`src/sv/qrfpc_pkg.sv`:
```
`default_nettype none

package qrfpc_pkg;

  localparam int unsigned MAX_ALIGN = 7;
  localparam int unsigned NUM_VERSIONS = 40;

  localparam logic [5:0] VERSION_MIN = 6'd1;
  localparam logic [5:0] VERSION_MAX = 6'd40;
  localparam logic [5:0] VERSION_INFO_MIN = 6'd7;

  // Fixed coordinates of the timing lines, the format strips and the dark module column.
  localparam logic [7:0] TIMING_LINE = 8'd6;
  localparam logic [7:0] FORMAT_LINE = 8'd8;
  localparam logic [7:0] FINDER_SIZE = 8'd7;
  localparam logic [7:0] FINDER_BOX = 8'd8;
  localparam logic [7:0] VERSION_DEPTH = 8'd6;

  typedef enum logic [1:0] {
    CLS_DATA     = 2'd0,
    CLS_LIGHT    = 2'd1,
    CLS_DARK     = 2'd2,
    CLS_RESERVED = 2'd3
  } module_class_t;

  // Per version: number of alignment center coordinates, then the coordinates.
  localparam logic [7:0] ALIGN_TAB [NUM_VERSIONS][8] = '{
    '{8'd0, 8'd0, 8'd0,   8'd0,   8'd0,   8'd0,   8'd0,   8'd0},
    '{8'd2, 8'd6, 8'd18,  8'd0,   8'd0,   8'd0,   8'd0,   8'd0},
    '{8'd2, 8'd6, 8'd22,  8'd0,   8'd0,   8'd0,   8'd0,   8'd0},
    '{8'd2, 8'd6, 8'd26,  8'd0,   8'd0,   8'd0,   8'd0,   8'd0},
    '{8'd2, 8'd6, 8'd30,  8'd0,   8'd0,   8'd0,   8'd0,   8'd0},
    '{8'd2, 8'd6, 8'd34,  8'd0,   8'd0,   8'd0,   8'd0,   8'd0},
    '{8'd3, 8'd6, 8'd22,  8'd38,  8'd0,   8'd0,   8'd0,   8'd0},
    '{8'd3, 8'd6, 8'd24,  8'd42,  8'd0,   8'd0,   8'd0,   8'd0},
    '{8'd3, 8'd6, 8'd26,  8'd46,  8'd0,   8'd0,   8'd0,   8'd0},
    '{8'd3, 8'd6, 8'd28,  8'd50,  8'd0,   8'd0,   8'd0,   8'd0},
    '{8'd3, 8'd6, 8'd30,  8'd54,  8'd0,   8'd0,   8'd0,   8'd0},
    '{8'd3, 8'd6, 8'd32,  8'd58,  8'd0,   8'd0,   8'd0,   8'd0},
    '{8'd3, 8'd6, 8'd34,  8'd62,  8'd0,   8'd0,   8'd0,   8'd0},
    '{8'd4, 8'd6, 8'd26,  8'd46,  8'd66,  8'd0,   8'd0,   8'd0},
    '{8'd4, 8'd6, 8'd26,  8'd48,  8'd70,  8'd0,   8'd0,   8'd0},
    '{8'd4, 8'd6, 8'd26,  8'd50,  8'd74,  8'd0,   8'd0,   8'd0},
    '{8'd4, 8'd6, 8'd30,  8'd54,  8'd78,  8'd0,   8'd0,   8'd0},
    '{8'd4, 8'd6, 8'd30,  8'd56,  8'd82,  8'd0,   8'd0,   8'd0},
    '{8'd4, 8'd6, 8'd30,  8'd58,  8'd86,  8'd0,   8'd0,   8'd0},
    '{8'd4, 8'd6, 8'd34,  8'd62,  8'd90,  8'd0,   8'd0,   8'd0},
    '{8'd5, 8'd6, 8'd28,  8'd50,  8'd72,  8'd94,  8'd0,   8'd0},
    '{8'd5, 8'd6, 8'd26,  8'd50,  8'd74,  8'd98,  8'd0,   8'd0},
    '{8'd5, 8'd6, 8'd30,  8'd54,  8'd78,  8'd102, 8'd0,   8'd0},
    '{8'd5, 8'd6, 8'd28,  8'd54,  8'd80,  8'd106, 8'd0,   8'd0},
    '{8'd5, 8'd6, 8'd32,  8'd58,  8'd84,  8'd110, 8'd0,   8'd0},
    '{8'd5, 8'd6, 8'd30,  8'd58,  8'd86,  8'd114, 8'd0,   8'd0},
    '{8'd5, 8'd6, 8'd34,  8'd62,  8'd90,  8'd118, 8'd0,   8'd0},
    '{8'd6, 8'd6, 8'd26,  8'd50,  8'd74,  8'd98,  8'd122, 8'd0},
    '{8'd6, 8'd6, 8'd30,  8'd54,  8'd78,  8'd102, 8'd126, 8'd0},
    '{8'd6, 8'd6, 8'd26,  8'd52,  8'd78,  8'd104, 8'd130, 8'd0},
    '{8'd6, 8'd6, 8'd30,  8'd56,  8'd82,  8'd108, 8'd134, 8'd0},
    '{8'd6, 8'd6, 8'd34,  8'd60,  8'd86,  8'd112, 8'd138, 8'd0},
    '{8'd6, 8'd6, 8'd30,  8'd58,  8'd86,  8'd114, 8'd142, 8'd0},
    '{8'd6, 8'd6, 8'd34,  8'd62,  8'd90,  8'd118, 8'd146, 8'd0},
    '{8'd7, 8'd6, 8'd30,  8'd54,  8'd78,  8'd102, 8'd126, 8'd150},
    '{8'd7, 8'd6, 8'd24,  8'd50,  8'd76,  8'd102, 8'd128, 8'd154},
    '{8'd7, 8'd6, 8'd28,  8'd54,  8'd80,  8'd106, 8'd132, 8'd158},
    '{8'd7, 8'd6, 8'd32,  8'd58,  8'd84,  8'd110, 8'd136, 8'd162},
    '{8'd7, 8'd6, 8'd26,  8'd54,  8'd82,  8'd110, 8'd138, 8'd166},
    '{8'd7, 8'd6, 8'd30,  8'd58,  8'd86,  8'd114, 8'd142, 8'd170}
  };

  // Symbol geometry derived once per version write.
  typedef struct packed {
    logic [7:0]                 side;
    logic [7:0]                 side_m7;
    logic [7:0]                 side_m8;
    logic [7:0]                 side_m11;
    logic                       ver_info;
    logic [2:0]                 n_align;
    logic [2:0]                 last_align;
    logic [MAX_ALIGN-1:0][7:0]  centers;
  } geom_t;

  typedef struct packed {
    logic hit;
    logic light;
  } align_hit_t;

  function automatic logic [5:0] clamp_version(input logic [5:0] v);
    logic [5:0] r;
    r = v;
    if (v < VERSION_MIN) r = VERSION_MIN;
    if (v > VERSION_MAX) r = VERSION_MAX;
    return r;
  endfunction

  function automatic geom_t geom_of_version(input logic [5:0] v);
    geom_t      g;
    logic [5:0] idx;
    logic [7:0] s;
    idx = v - VERSION_MIN;
    s = {v, 2'b00} + 8'd17;
    g.side = s;
    g.side_m7 = s - 8'd7;
    g.side_m8 = s - 8'd8;
    g.side_m11 = s - 8'd11;
    g.ver_info = (v >= VERSION_INFO_MIN);
    g.n_align = ALIGN_TAB[idx][0][2:0];
    g.last_align = (g.n_align == 3'd0) ? 3'd0 : g.n_align - 3'd1;
    for (int k = 0; k < MAX_ALIGN; k++) begin
      g.centers[k] = ALIGN_TAB[idx][k+1];
    end
    return g;
  endfunction

  // Finder cell at offset (dx, dy) 0..6 from its top-left corner.
  function automatic module_class_t finder_cell(input logic [2:0] dx, input logic [2:0] dy);
    logic ring;
    ring = ((dx == 3'd1 || dx == 3'd5) && dy >= 3'd1 && dy <= 3'd5) ||
           ((dy == 3'd1 || dy == 3'd5) && dx >= 3'd1 && dx <= 3'd5);
    return ring ? CLS_LIGHT : CLS_DARK;
  endfunction

endpackage

`default_nettype wire

```
`src/sv/qrfpc_cfg.sv`:
```
`default_nettype none

module qrfpc_cfg import qrfpc_pkg::*; (
  input  wire logic       clk,
  input  wire logic       rst,
  input  wire logic       cfg_wr_en,
  input  wire logic [5:0] cfg_wr_data,
  output geom_t           geom
);

  // The version is decoded into geometry at write time, so the per-module
  // path only sees registered constants.
  always_ff @(posedge clk) begin
    if (rst) begin
      geom <= geom_of_version(VERSION_MIN);
    end else if (cfg_wr_en) begin
      geom <= geom_of_version(clamp_version(cfg_wr_data));
    end
  end

endmodule

`default_nettype wire

```
`src/sv/qrfpc_align.sv`:
```
`default_nettype none

module qrfpc_align import qrfpc_pkg::*; (
  input  wire logic [7:0] x,
  input  wire logic [7:0] y,
  input  wire geom_t      geom,
  output align_hit_t      hit
);

  logic [MAX_ALIGN-1:0] near_x, near_y;
  logic [1:0]           mag_x [MAX_ALIGN];
  logic [1:0]           mag_y [MAX_ALIGN];
  logic signed [8:0]    dx [MAX_ALIGN];
  logic signed [8:0]    dy [MAX_ALIGN];
  logic [2:0]           ix, iy;
  logic [1:0]           ax, ay;
  logic                 corner;

  always_comb begin
    for (int i = 0; i < MAX_ALIGN; i++) begin
      dx[i] = $signed({1'b0, x}) - $signed({1'b0, geom.centers[i]});
      dy[i] = $signed({1'b0, y}) - $signed({1'b0, geom.centers[i]});
      near_x[i] = (3'(i) < geom.n_align) && dx[i] >= -9'sd2 && dx[i] <= 9'sd2;
      near_y[i] = (3'(i) < geom.n_align) && dy[i] >= -9'sd2 && dy[i] <= 9'sd2;
      mag_x[i] = dx[i][8] ? 2'(-dx[i]) : dx[i][1:0];
      mag_y[i] = dy[i][8] ? 2'(-dy[i]) : dy[i][1:0];
    end
  end

  // Centers are at least 12 apart, so at most one lane matches per axis.
  always_comb begin
    ix = '0;
    iy = '0;
    ax = '0;
    ay = '0;
    for (int i = 0; i < MAX_ALIGN; i++) begin
      ix |= near_x[i] ? 3'(i) : 3'd0;
      iy |= near_y[i] ? 3'(i) : 3'd0;
      ax |= near_x[i] ? mag_x[i] : 2'd0;
      ay |= near_y[i] ? mag_y[i] : 2'd0;
    end
  end

  // The three center pairs that fall on finder corners carry no pattern.
  assign corner = (ix == 3'd0 && iy == 3'd0) ||
                  (ix == 3'd0 && iy == geom.last_align) ||
                  (ix == geom.last_align && iy == 3'd0);

  assign hit.hit = (|near_x) && (|near_y) && !corner;
  assign hit.light = (ax <= 2'd1) && (ay <= 2'd1) && !(ax == 2'd0 && ay == 2'd0);

endmodule

`default_nettype wire

```
`src/sv/qrfpc_class.sv`:
```
`default_nettype none

module qrfpc_class import qrfpc_pkg::*; (
  input  wire logic [7:0] x,
  input  wire logic [7:0] y,
  input  wire geom_t      geom,
  output module_class_t   cls,
  output logic            outside
);

  align_hit_t    ahit;
  module_class_t c;
  logic [7:0]    off_x, off_y;

  qrfpc_align u_align (
    .x    (x),
    .y    (y),
    .geom (geom),
    .hit  (ahit)
  );

  assign outside = (x >= geom.side) || (y >= geom.side);
  assign off_x = x - geom.side_m7;
  assign off_y = y - geom.side_m7;

  // Areas are applied in drawing order; a later area overrides an earlier one.
  always_comb begin
    c = CLS_DATA;

    if (x < FINDER_BOX && y < FINDER_BOX) begin
      c = (x < FINDER_SIZE && y < FINDER_SIZE) ? finder_cell(x[2:0], y[2:0]) : CLS_LIGHT;
    end
    if (x >= geom.side_m8 && y < FINDER_BOX) begin
      c = (x >= geom.side_m7 && y < FINDER_SIZE) ? finder_cell(off_x[2:0], y[2:0])
                                                  : CLS_LIGHT;
    end
    if (x < FINDER_BOX && y >= geom.side_m8) begin
      c = (x < FINDER_SIZE && y >= geom.side_m7) ? finder_cell(x[2:0], off_y[2:0])
                                                  : CLS_LIGHT;
    end

    if (y == TIMING_LINE && x >= FINDER_BOX && x < geom.side_m8) begin
      c = x[0] ? CLS_LIGHT : CLS_DARK;
    end
    if (x == TIMING_LINE && y >= FINDER_BOX && y < geom.side_m8) begin
      c = y[0] ? CLS_LIGHT : CLS_DARK;
    end

    if (ahit.hit) begin
      c = ahit.light ? CLS_LIGHT : CLS_DARK;
    end

    if (x == FORMAT_LINE && y == geom.side_m8) begin
      c = CLS_DARK;
    end

    if (y == FORMAT_LINE && x < FINDER_BOX && x != TIMING_LINE) c = CLS_RESERVED;
    if (x == FORMAT_LINE && y <= FORMAT_LINE && y != TIMING_LINE) c = CLS_RESERVED;
    if (x == FORMAT_LINE && y >= geom.side_m7) c = CLS_RESERVED;
    if (y == FORMAT_LINE && x >= geom.side_m8) c = CLS_RESERVED;

    if (geom.ver_info) begin
      if (x < VERSION_DEPTH && y >= geom.side_m11 && y < geom.side_m8) c = CLS_RESERVED;
      if (y < VERSION_DEPTH && x >= geom.side_m11 && x < geom.side_m8) c = CLS_RESERVED;
    end

    cls = outside ? CLS_DATA : c;
  end

endmodule

`default_nettype wire

```
`src/sv/qr_function_pattern_classifier_core.sv`:
```
// QR function pattern classifier.
//
// A coordinate (col, row) is a transaction, taken at a rising edge where start
// is high and busy is low. busy never rises, so a new coordinate can be given
// in every cycle, for instance one module per clock in raster order.
// Once taken, a transaction passes the input register and then the result
// register; done is then high for exactly one cycle with module_class,
// out_of_matrix and matrix_side; transactions come out in order. Throughput is
// one coordinate per cycle: input and result register form a two-stage pipeline.
// The symbol version is written through cfg_wr_en / cfg_wr_data; the user must do
// so only while no transaction is in flight (not enforced by the block). It is
// decoded into side length and alignment centers in the same edge. Out-of-range
// versions act as the nearest of 1 and 40. Reset sets the version to 1 and drops
// any transaction in flight; no done strobe follows until a new start. The
// receiver cannot stall, so results are never held back.
`default_nettype none

module qr_function_pattern_classifier_core import qrfpc_pkg::*; (
  input  wire logic       clk,
  input  wire logic       rst,
  input  wire logic       start,
  output logic            busy,
  input  wire logic [7:0] col,
  input  wire logic [7:0] row,
  input  wire logic       cfg_wr_en,
  input  wire logic [5:0] cfg_wr_data,
  output logic            done,
  output logic [1:0]      module_class,
  output logic            out_of_matrix,
  output logic [7:0]      matrix_side
);

  geom_t         geom;
  logic          in_valid;
  logic [7:0]    col_q, row_q;
  module_class_t cls_next;
  logic          outside_next;

  assign busy = 1'b0;

  qrfpc_cfg u_cfg (
    .clk         (clk),
    .rst         (rst),
    .cfg_wr_en   (cfg_wr_en),
    .cfg_wr_data (cfg_wr_data),
    .geom        (geom)
  );

  always_ff @(posedge clk) begin
    if (rst) begin
      in_valid <= 1'b0;
    end else begin
      in_valid <= start && !busy;
    end
    col_q <= col;
    row_q <= row;
  end

  qrfpc_class u_class (
    .x       (col_q),
    .y       (row_q),
    .geom    (geom),
    .cls     (cls_next),
    .outside (outside_next)
  );

  always_ff @(posedge clk) begin
    if (rst) begin
      done <= 1'b0;
    end else begin
      done <= in_valid;
    end
    module_class <= cls_next;
    out_of_matrix <= outside_next;
    matrix_side <= geom.side;
  end

endmodule

`default_nettype wire

```
`config.mk`:
```
export PLATFORM = sky130hd
export DESIGN_NAME = qr_function_pattern_classifier_core
export DESIGN_NICKNAME = d
export VERILOG_FILES = /design/src/sv/qrfpc_pkg.sv /design/src/sv/qrfpc_cfg.sv /design/src/sv/qrfpc_align.sv /design/src/sv/qrfpc_class.sv /design/src/sv/qr_function_pattern_classifier_core.sv
export SDC_FILE = /design/constraint.sdc
export NUM_CORES = 1
export LEC_CHECK = 0
export BUFFER_PORTS_ARGS = -buffer_cell sky130_fd_sc_hd__clkbuf_2
export CAP_MARGIN = 20
export CELL_PAD_IN_SITES_DETAIL_PLACEMENT = 1
export CELL_PAD_IN_SITES_GLOBAL_PLACEMENT = 2
export CORE_ASPECT_RATIO = 0.5
export CORE_MARGIN = 5
export CORE_UTILIZATION = 35
export CTS_CLUSTER_DIAMETER = 50
export CTS_CLUSTER_SIZE = 20
export DETAILED_ROUTE_END_ITERATION = 12
export PLACE_DENSITY_LB_ADDON = 0.3
export SLEW_MARGIN = 10
export SYNTH_ARGS = -nofsm -noshare
export SYNTH_HDL_FRONTEND = slang
export SYNTH_SLANG_ARGS = --single-unit
```
`constraint.sdc`:
```
create_clock -name clk -period 9.07 [get_ports clk]
set_input_delay 0.907 -clock clk [delete_from_list [all_inputs] [get_ports clk]]
set_output_delay 0.907 -clock clk [all_outputs]
set_load 0.03 [all_outputs]
```
## Word-level counts from Yosys, hierarchy flattened

Memory sizes are Yosys's and may differ from the RTL's.
Cells that the tools add are included.

- Register bits after elaboration: 124
- Latch bits: 0
- RAM bits: 0
- Memory bits (read-only): 4096
- Bits of input ports: 26
- Output and inout port bits: 13
- Logic and storage cells: 324
- Memories kept: 1

- Add/sub/neg operators: 36
- $mul: 0
- Divide/modulo/power cells: 0
- Order comparisons: 68
- Equality and inequality tests: 17
- Shift operators: 0
- Muxes and demuxes: 70
- Bitwise operators: 23
- Reductions and logical operators: 88

Memories:

| memory | depth | width | read ports | clocked after Yosys merged registers in | wr ports | RTL line | text |
|---|---|---|---|---|---|---|---|
| (no name shown) | 64 | 64 | 1 | 0 | 0 | qrfpc_pkg.sv:106 | `g.n_align = ALIGN_TAB[idx][0][2:0];` |

Operators with widths:

| operator | number |
|---|---|
| greater-or-equal comparator 9 x 2 -> 1 bit, second input constant | 14 |
| less-or-equal comparator 9 x 3 -> 1 bit, second input constant | 14 |
| subtractor 8 x 8 -> 9 bit | 14 |
| 2-to-1 mux 59 bit | 2 |
| 2-to-1 mux 2 bit | 55 |
| logical AND 1 bit | 69 |
| greater-or-equal comparator 8 bit | 8 |
| < comparator 8 x 3 -> 1 bit, second input constant | 4 |
| negator 2 bit | 14 |
| OR 2 bit | 14 |
| 2-to-1 mux 6 bit | 4 |
| 2-to-1 mux 3 bit | 7 |
| equality test 8 x 3 -> 1 bit, second input constant | 2 |
| equality test 8 x 4 -> 1 bit, second input constant | 2 |
| greater-or-equal comparator 8 x 4 -> 1 bit, second input constant | 2 |
| < comparator 8 x 4 -> 1 bit, second input constant | 2 |
| < comparator 8 bit | 2 |
| inequality test 8 x 3 -> 1 bit, second input constant | 2 |
| subtractor 8 x 4 -> 8 bit, second input constant | 2 |
| OR reduction 7 bit | 2 |
| equality test 3 x 1 -> 1 bit, second input constant | 4 |
| equality test 3 bit, second input constant | 4 |
| greater-or-equal comparator 3 x 1 -> 1 bit, second input constant | 4 |
| less-or-equal comparator 3 bit, second input constant | 4 |
| 25 further kinds | 51 |

## Depth between registers and ports, before layout

Gate-level depths: netlist (run 1).

- Depth after elaboration: 25
- Gate-level depth with buffers: 17
- Mapped depth without buffers: 15

## Cells and area by module

From an unflattened synthesis (run 1), not the netlist that was laid out.

- Cell total of the unflattened synthesis: 1614
- Area total of the unflattened synthesis: 12465.7 um^2

By module, submodules not included:

| module | instances | cells each | area each (um^2) | sequential area each (um^2) |
|---|---|---|---|---|
| qrfpc_align | 1 | 820 | 5972.0 | 0.0 |
| qrfpc_cfg | 1 | 501 | 3915.0 | 1121.1 |
| qrfpc_class | 1 | 260 | 1974.4 | 0.0 |
| qr_function_pattern_classifier_core | 1 | 33 | 604.3 | 580.6 |

## Least setup slack after synthesis (run 1)

No wires, ideal clock.

- Kind: register to register
- Start: reg col_q[1]
- End: reg module_class[1]
- Library setup time: 86 ps
- Data arrival time: 4039 ps
- Data required time: 8984 ps
- Path slack: 4945 ps
- Cell stages (with the launch flop): 17
- Buffers on the path: 2
- Clock period less this slack: 4125 ps
- Path through: dfxtp_1 -> clkbuf_1 -> inv_1 -> ha_1 -> inv_1 -> fa_1 -> a211oi_2 -> nor2_1 -> o2111ai_1 -> nor2_1 -> and4_1 -> or3_4 -> or4_1 -> buf_2 -> or4_4 -> and4_4 -> a211oi_1

- Longest elaborated chain between the ends: 25
- Elaborated cells on any way between the ends: 171
- Those cells by class: add/sub (15); order compare (28); eq/ne (8); mux (41); bitwise (11); reduce/logical (68)

Ends and longest elaborated chain:

| element | RTL line | text |
|---|---|---|
| from (decl) | qr_function_pattern_classifier_core.sv:35 | `logic [7:0] col_q, row_q;` |
| from (signal assigned) | qr_function_pattern_classifier_core.sv:55 | `col_q <= col;` |
| parallel branches: the longest is 25 deep, another holds subtractor 8 x 8 -> 9 bit | -- |  |
| to (signal assigned) | qr_function_pattern_classifier_core.sv:73 | `module_class <= cls_next;` |
| to (decl) | qr_function_pattern_classifier_core.sv:28 | `output logic [1:0] module_class,` |

Several ways; the timed one is not identified.
A chain may end at the register's enable or synchronous reset.

## Final worst setup path (run 1)

- Start: in cfg_wr_data[5]
- End: reg u_cfg.geom[58] (netlist name)

- Longest elaborated chain between the ends: 12
- Elaborated cells on any way between the ends: 14
- Those cells by class: add/sub (2); order compare (2); mux (7); bitwise (1); reduce/logical (1); memory (1)

Ends and longest elaborated chain:

| element | RTL line | text |
|---|---|---|
| from (decl) | qr_function_pattern_classifier_core.sv:26 | `input wire logic [5:0] cfg_wr_data,` |
| < comparator 6 x 1 -> 1 bit | qrfpc_pkg.sv:90 | `if (v < VERSION_MIN) r = VERSION_MIN;` |
| 2-to-1 mux 6 bit | qrfpc_pkg.sv:90 |  |
| 2-to-1 mux 6 bit (*) | qrfpc_pkg.sv:91 | `if (v > VERSION_MAX) r = VERSION_MAX;` |
| 2-to-1 mux 6 bit (*) | qrfpc_cfg.sv:16 | `end else if (cfg_wr_en) begin` |
| 2-to-1 mux 6 bit (*) | qrfpc_cfg.sv:14 | `if (rst) begin` |
| subtractor 6 x 1 -> 6 bit (*) | qrfpc_pkg.sv:99 | `idx = v - VERSION_MIN;` |
| inverter 6 -> 7 bit (not written as such) (*) | qrfpc_pkg.sv:106 |  |
| memory read (64 x 64 bit) (*) | -- |  |
| 2-to-1 mux 59 bit (not written as such) (*) (2 in a row) | qrfpc_pkg.sv:106 |  |
| subtractor 3 x 1 -> 3 bit or logical NOT 3 bit (tied branches) | qrfpc_pkg.sv:107 | `g.last_align = (g.n_align == 3'd0) ? 3'd0 : g.n_align - 3'd1;` |
| 2-to-1 mux 3 bit (*) | qrfpc_pkg.sv:107 |  |

Mark *: on every way between the ends. The rest lies on a longest branch, timed or not. The select of a mux whose other input is x is not followed.

==> run_results.csv, run 1 <==
group,metric,value,unit
pwr,vdd_drop_max,0.0921,mV
logic_synthesis,syn-cell-area,0.00954,mm^2
logic_synthesis,synthDistinctLibCells,82,
clocking,ctsResizeCount,0,
grt,grt_pass1_wl,56.7,mm
critical_path,critPathMaxStageDelay,0.91,ns
logic_synthesis,yosysTopAreaCell,"ha_1",
critical_path,slowest_stage,"ha_1",
sta,tns,0,ns
clocking,post-cts-setup-buffers,0,
logic_synthesis,yosys_register_bits,83,
sta,max_freq,196,MHz
sta,finalCritPeriodShare,56.2,%
floorplanning,die_x,244,um
detailed_routing,drcViolationCount,0,
sta,setup_viol,0,
clocking,cts_hold_buf,0,
final_layout,fill_cells,3298,
floorplanning,initial_core_util,35.8,%
critical_path,critPathKind,"input pin to flip-flop",
logic_synthesis,synth.area.top_cells,"ha_1 18%, dfxtp_1 17%, nor2_1 5.2%",
critical_path,worstPathCellList,"clkbuf_2 > o21ai_0 > a22oi_1 > ha_1 > inv_1 > ha_1 > inv_1 > nor3_1 > nor3_1 > o21ai_0 > o21a_1 > nand2_1 > a22oi_1 > nor2_1",
logic_synthesis,yosys-top-cells-count,"139 x ha_1, 133 x nor2_1, 97 x nand2_1, 90 x a21oi_1, 85 x inv_1",
placed_design,hpwlAfterDp,27.9,mm
detailed_routing,num_vias,9593,
clocking,clk_pin_slew,0.07,ns
pwr,fin_total_pwr,1.47,mW
floorplanning,std_cell_rows,42,
grt,grt_max_degree,69,
logic_synthesis,yosys.area.top_type_share,18.2,%
clocking,cts_max_level,3,
detailed_routing,drt-total-wl,36.3,mm
critical_path,end_kind,"flip-flop",
job,drv_cap,0,
sta,skew,0.00980,ns
worst_hold_path,min_delay_path_depth,0,
clocking,clk_latency,0.35,ns
critical_path,r2r-start,"col_q[1]",
worst_hold_path,min_to,"matrix_side[4]",
grt,grt_antenna_before_repair,0,
critical_path,arrival,5.31,ns
detailed_routing,drt_pass1_iterations,5,
logic_synthesis,synth-edff-count,0,
clocking,root_buffer,"clkbuf_16",
critical_path,reg2reg_depth,14,
critical_path,startpoint_type,"input pin",
final_layout,area_growth,9.24,%
worst_hold_path,hp-start,"u_cfg.geom[91]",
logic_synthesis,synthFlopType,"dfxtp_1",
final_layout,drive_above_1_share,7.50,%
detailed_routing,routedWlPerCell,22.4,um
sta,slew_viol_final,0,
clocking,cts.sinks,83,
floorplanning,die_h,127,um
final_layout,multiInputGateArea,0.00735,mm^2
logic_synthesis,ys_warn_count,0,
sta,relSlewSlack,31.8,%
clocking,cts_max_path_buffers,2,
sta,hold-worst-slack,0.361,ns
pwr,pwr_density_cell,141,mW/mm^2
critical_path,crit_fanout,30,
placed_design,io_buffers,35,
logic_synthesis,avgSynthCellArea,7.68,um^2
detailed_routing,drt_iter0_markers,808,
sta,finalHoldViolCount,0,
clocking,cts_tree,"built",
worst_hold_path,hp-class,"flip-flop to flip-flop",
detailed_routing,drtAntennaViolNets,0,
sta,rsz0062_at_grt,"false",
placed_design,gp_congestion,0.874,
floorplanning,fp.dieArea,0.0309,mm^2
outcome,status,"finished, final reports clean",
final_layout,final_nets,1441,
logic_synthesis,synth_most_common_cell,"ha_1",
floorplanning,coreArea,0.0266,mm^2
clocking,cts-buffers-inserted,9,
grt,first_global_vias,9818,
logic_synthesis,ys_seq_area_share,17.4,%
final_layout,fin_util,39.1,%
critical_path,worstPathRequired,9.28,ns
grt,gr-total-overflow,0,
logic_synthesis,async_reset_ff_share,0,%
grt,grt_usage,23.1,%
logic_synthesis,synth_cells,1243,
sta,finalCriticalPeriod,5.10,ns
detailed_routing,drt-vias-per-instance,5.92,
final_layout,regArea,0.00166,mm^2
critical_path,timing.rr.end,"module_class[1]",
pwr,power.leakage,4.21,nW
floorplanning,boundaryPins,39,
critical_path,rrSetupSlack,4.34,ns
sta,tightest_slew,1.02,ns
-- cells by family after synthesis --
group,after synthesis,share of synthesized area [%]
and+or+nand+nor,430,22.3
AOI/OAI and AO/OA,345,24.4
muxes,16,1.97
DFF,83,17.4
other,2,0.0787
adders and majority gates,153,21.2
buffers and inverters,138,5.70
xor gates and xnor gates,76,6.98
-- cell usage in the layout (no fill, tap or decap), drive strengths merged, types with 22 or more instances in the layout --
| cell | count |
|---|---|
| dfxtp | 83 |
| o211ai | 22 |
| clkbuf | 46 |
| ha | 139 |
| a211oi | 32 |
| a21oi | 90 |
| xor2 | 37 |
| nor2b | 24 |
| nor3 | 28 |
| o21ai | 62 |
| xnor2 | 39 |
| nand3 | 32 |
| nand2 | 97 |
| nand2b | 23 |
| inv | 87 |
| nor2 | 133 |
-- critical path: cells and delay by family --
family / cells / cell delay [ns]
buffers and inverters: 3 / 0.75
AOI/OAI and AO/OA: 5 / 1.58
adders and majority gates: 2 / 1.34
and+or+nand+nor: 4 / 0.73
-- layout make-up --
type | count | area share (%)
Tap cell | 352 | 4.23
Clock buffer | 10 | 2.20
Inverter | 88 | 3.17
Clock inverter | 6 | 0.696
Sequential cell | 83 | 15.9
Antenna cell | 2 | 0.0480
Multi-Input combinational cell | 1023 | 70.5
Timing Repair Buffer | 57 | 3.24
-- metal layers --
metal | wire, um | global-route usage, % | vias up | part of all wire (%)
met5 | 0 | 0 | - | 0
met4 | 544 | 4.71 | 0 | 1.5
met3 | 1380 | 1.58 | 38 | 3.8
met2 | 15800 | 36.9 | 218 | 43
met1 | 18600 | 34.6 | 4762 | 51
li1 | - | - | 4575 | -
-- sequential cells by signal, indices dropped and copies added, names as in the netlist --
register,flops
u_cfg.geom,56
row_q,8
done,1
in_valid,1
out_of_matrix,1
matrix_side,6
col_q,8
module_class,2
-- worst max path at each step --
| stage | slack (ns) | startpoint | endpoint | depth (start not counted) |
|---|---|---|---|---|
| floorplan | 4.95 | col_q[1] | module_class[1] | 16 |
| global placement | 4.05 | cfg_wr_data[5] | u_cfg.geom[58] | 14 |
| detailed placement | 3.75 | cfg_wr_data[5] | u_cfg.geom[58] | 14 |
| CTS | 4.08 | cfg_wr_data[5] | u_cfg.geom[58] | 14 |
| global route | 3.69 | cfg_wr_data[5] | u_cfg.geom[58] | 14 |
| finish | 3.97 | cfg_wr_data[5] | u_cfg.geom[58] | 14 |
-- through the flow --
step	std cells	instance area [um^2]	setup slack, ns
floorplan	1244	9550	4.95
global placement	1602	10100	4.05
detailed placement	1602	10100	3.75
CTS	1618	10400	4.08
global route	1619	10400	3.69
finish	1621	10400	3.97
-- power by group --
part           internal [mW]  leakage [nW]  switching (mW)
combinational          0.244          3.37           0.417
clock                  0.217         0.144           0.164
sequential             0.393         0.690          0.0360
(Power assumes the default switching activity.)
==> run 2, diff against run 1 <==
--- a/config.mk
+++ b/config.mk
@@ -5,13 +5,14 @@
 export SDC_FILE = /design/constraint.sdc
 export NUM_CORES = 1
 export LEC_CHECK = 0
+export ABC_AREA = 1
 export BUFFER_PORTS_ARGS = -buffer_cell sky130_fd_sc_hd__clkbuf_2
 export CAP_MARGIN = 20
 export CELL_PAD_IN_SITES_DETAIL_PLACEMENT = 1
 export CELL_PAD_IN_SITES_GLOBAL_PLACEMENT = 2
 export CORE_ASPECT_RATIO = 0.5
 export CORE_MARGIN = 5
-export CORE_UTILIZATION = 35
+export CORE_UTILIZATION = 32
 export CTS_CLUSTER_DIAMETER = 50
 export CTS_CLUSTER_SIZE = 20
 export DETAILED_ROUTE_END_ITERATION = 12
==> constraint.sdc (replaced) <==
create_clock -name clk -period 4.3 [get_ports clk]
set_input_delay 0.43 -clock clk [delete_from_list [all_inputs] [get_ports clk]]
set_output_delay 0.43 -clock clk [all_outputs]
set_load 0.03 [all_outputs]
==> run_results.csv, run 2 <==
group,metric,value,unit
clocking,clk_latency,0.35,ns
critical_path,worstPathRequired,4.54,ns
sta,finalHoldViolCount,0,
critical_path,startpoint_type,"flip-flop",
detailed_routing,drt-total-wl,41.5,mm
sta,finalCritPeriodShare,83.9,%
detailed_routing,routedWlPerCell,18.7,um
floorplanning,coreArea,0.0329,mm^2
clocking,cts_max_path_buffers,2,
logic_synthesis,ys_warn_count,0,
critical_path,rrSetupSlack,0.69,ns
logic_synthesis,synth.area.top_cells,"nand2_1 17%, ha_1 16%, dfxtp_1 16%",
pwr,vdd_drop_max,0.199,mV
logic_synthesis,ys_seq_area_share,15.7,%
critical_path,worstPathCellList,"inv_1 > ha_1 > fa_1 > or2_2 > nor2_1 > nand3_1 > nor2_1 > nand3_1 > nand2_1 > nand3_2 > nand2_1 > nor2_1 > nand2_1 > nor2_1 > a21oi_2 > nand2_1 > nand2_1 > nand2_1 > nor2_1 > nor2_1",
sta,tns,0,ns
clocking,cts_hold_buf,0,
sta,max_freq,277,MHz
final_layout,stdcell_count,2222,
grt,grt_max_degree,54,
final_layout,largestRegisters,"u_cfg.geom x56, col_q x8, row_q x8",
final_layout,design_area,0.0116,mm^2
grt,grt_pass1_wl,64.5,mm
sta,setup_viol,0,
clocking,clk_pin_slew,0.07,ns
placed_design,gp_congestion,0.891,
placed_design,hpwlAfterDp,33.5,mm
logic_synthesis,synth-edff-count,0,
sta,finalCriticalPeriod,3.61,ns
critical_path,slowest_stage,"dfxtp_1",
final_layout,top_register,"u_cfg.geom",
floorplanning,std_cell_rows,47,
sta,rsz0062_at_grt,"false",
logic_synthesis,synth_cells,1739,
outcome,status,"finished, final reports clean",
logic_synthesis,synthDistinctLibCells,58,
final_layout,area_growth,9.78,%
grt,gr-total-overflow,0,
sta,worst_slack,0.692,ns
placed_design,dp.cells,2205,
detailed_routing,drt-vias-per-instance,5.13,
clocking,ctsResizeCount,0,
clocking,cts_tree,"built",
critical_path,critPathMaxStageDelay,0.50,ns
grt,first_global_vias,11300,
critical_path,arrival,3.84,ns
detailed_routing,drt_iter0_markers,629,
floorplanning,die_x,267,um
sta,relSlewSlack,30.7,%
logic_synthesis,synth_most_common_cell,"nand2_1",
final_layout,final_common_cell,"nand2_1",
job,drv_cap,0,
clocking,cts-buffers-inserted,9,
critical_path,critPathKind,"flip-flop to flip-flop",
critical_path,end_kind,"flip-flop",
detailed_routing,num_vias,11400,
logic_synthesis,yosys.area.top_type_share,16.5,%
logic_synthesis,yosys-top-cells-count,"466 x nand2_1, 274 x inv_1, 170 x nand3_1, 145 x nor2_1, 139 x ha_1",
grt,grt_antenna_before_repair,0,
placed_design,dp_slack,0.639,ns
detailed_routing,drtAntennaViolNets,0,
critical_path,crit_fanout,10,
final_layout,final_nets,1954,
logic_synthesis,synthFlopType,"dfxtp_1",
floorplanning,boundaryPins,39,
worst_hold_path,hp-class,"input pin to flip-flop",
final_layout,fin_util,35.4,%
floorplanning,fp.dieArea,0.0371,mm^2
final_layout,largest_reg_flops,56,
clocking,root_buffer,"clkbuf_16",
logic_synthesis,avgSynthCellArea,6.09,um^2
logic_synthesis,yosysTopAreaCell,"nand2_1",
pwr,pwr_density_cell,274,mW/mm^2
clocking,cts.sinks,83,
placed_design,io_buffers,35,
final_layout,drive_above_1_share,7.25,%
sta,skew,0.0115,ns
logic_synthesis,async_reset_ff_share,0,%
sta,slew_viol_final,0,
floorplanning,initial_core_util,32.2,%
clocking,cts_max_level,3,
detailed_routing,drt_pass1_iterations,5,
sta,tightest_slew,1.04,ns
final_layout,final_cell_mix,"466 x nand2_1, 274 x inv_1, 170 x nand3_1",
logic_synthesis,yosys_register_bits,83,
grt,grt_usage,22.1,%
final_layout,fill_cells,4360,
placed_design,placed_area,0.0113,mm^2
floorplanning,die_h,139,um
logic_synthesis,syn-cell-area,0.0106,mm^2
clocking,post-cts-setup-buffers,0,
pwr,power.leakage,6.07,nW
detailed_routing,drcViolationCount,0,
==> run 2: cell types whose count changed after synthesis, sizes merged, moves of 27 or more <==
cell,before,now
nand3,32,176
nand4,17,45
nand2,97,473
inv,85,289
a211oi,32,3
xnor2,39,12
==> run 2: per-stage QoR <==
stage	power, mW	hold WS [ns]
finish	3.19	0.178
global route	3.46	0.165
CTS	3.20	0.169
detailed placement	2.45	0.342
global placement	2.43	0.342
floorplan	1.99	0.331
==> run 2: cell families after synthesis <==
| group | synth area share [%] |
|---|---|
| and+or+nand+nor | 36.6 |
| buffers and inverters | 12.1 |
| AOI/OAI and AO/OA | 14.3 |
| adders and majority gates | 19.1 |
| DFF | 15.7 |
| xor gates and xnor gates | 2.23 |
| other | 0.0709 |
==> run 2: worst max-delay path: cells and delay by family (launching register included) <==
family          cells  cell delay, ns
flops               1            0.50
simple gates       16            1.67
buf+inv             1            0.38
compound gates      1            0.15
fa+ha+maj           2            0.81
==> run 2: power breakdown <==
group | internal, mW | leakage (nW) | switching (mW)
logic | 0.510 | 5.24 | 1.01
clock network | 0.410 | 0.140 | 0.337
registers | 0.828 | 0.690 | 0.0896
total | 1.75 | 6.07 | 1.44
==> run 2: final cells by class <==
| type | count | area, um^2 | area share, % |
|---|---|---|---|
| clock inverters | 5 | 36.3 | 0.312 |
| flip-flops and latches | 83 | 1660 | 14.3 |
| clock buffers | 11 | 243 | 2.09 |
| repair buffers | 62 | 378 | 3.25 |
| multi-input cells | 1326 | 7660 | 65.8 |
| inverters | 293 | 1100 | 9.46 |
| well taps | 441 | 552 | 4.74 |
| diodes | 1 | 2.50 | 0.0215 |
==> run 2: worst paths after layout <==
path / startpoint / end / depth (start not counted)
hold reg to reg: u_cfg.geom[93] / matrix_side[6] / 0
setup reg to reg: row_q[1] / module_class[1] / 20
setup / recovery: row_q[1] / module_class[1] / 20
hold / removal: row[2] / row_q[2] / 1
==> run 2: metal layers <==
layer,routed length (um),track usage (%)
met4,634,3.85
met1,20800,32.3
met5,0,0
met2,17700,34.9
met3,2400,3.35
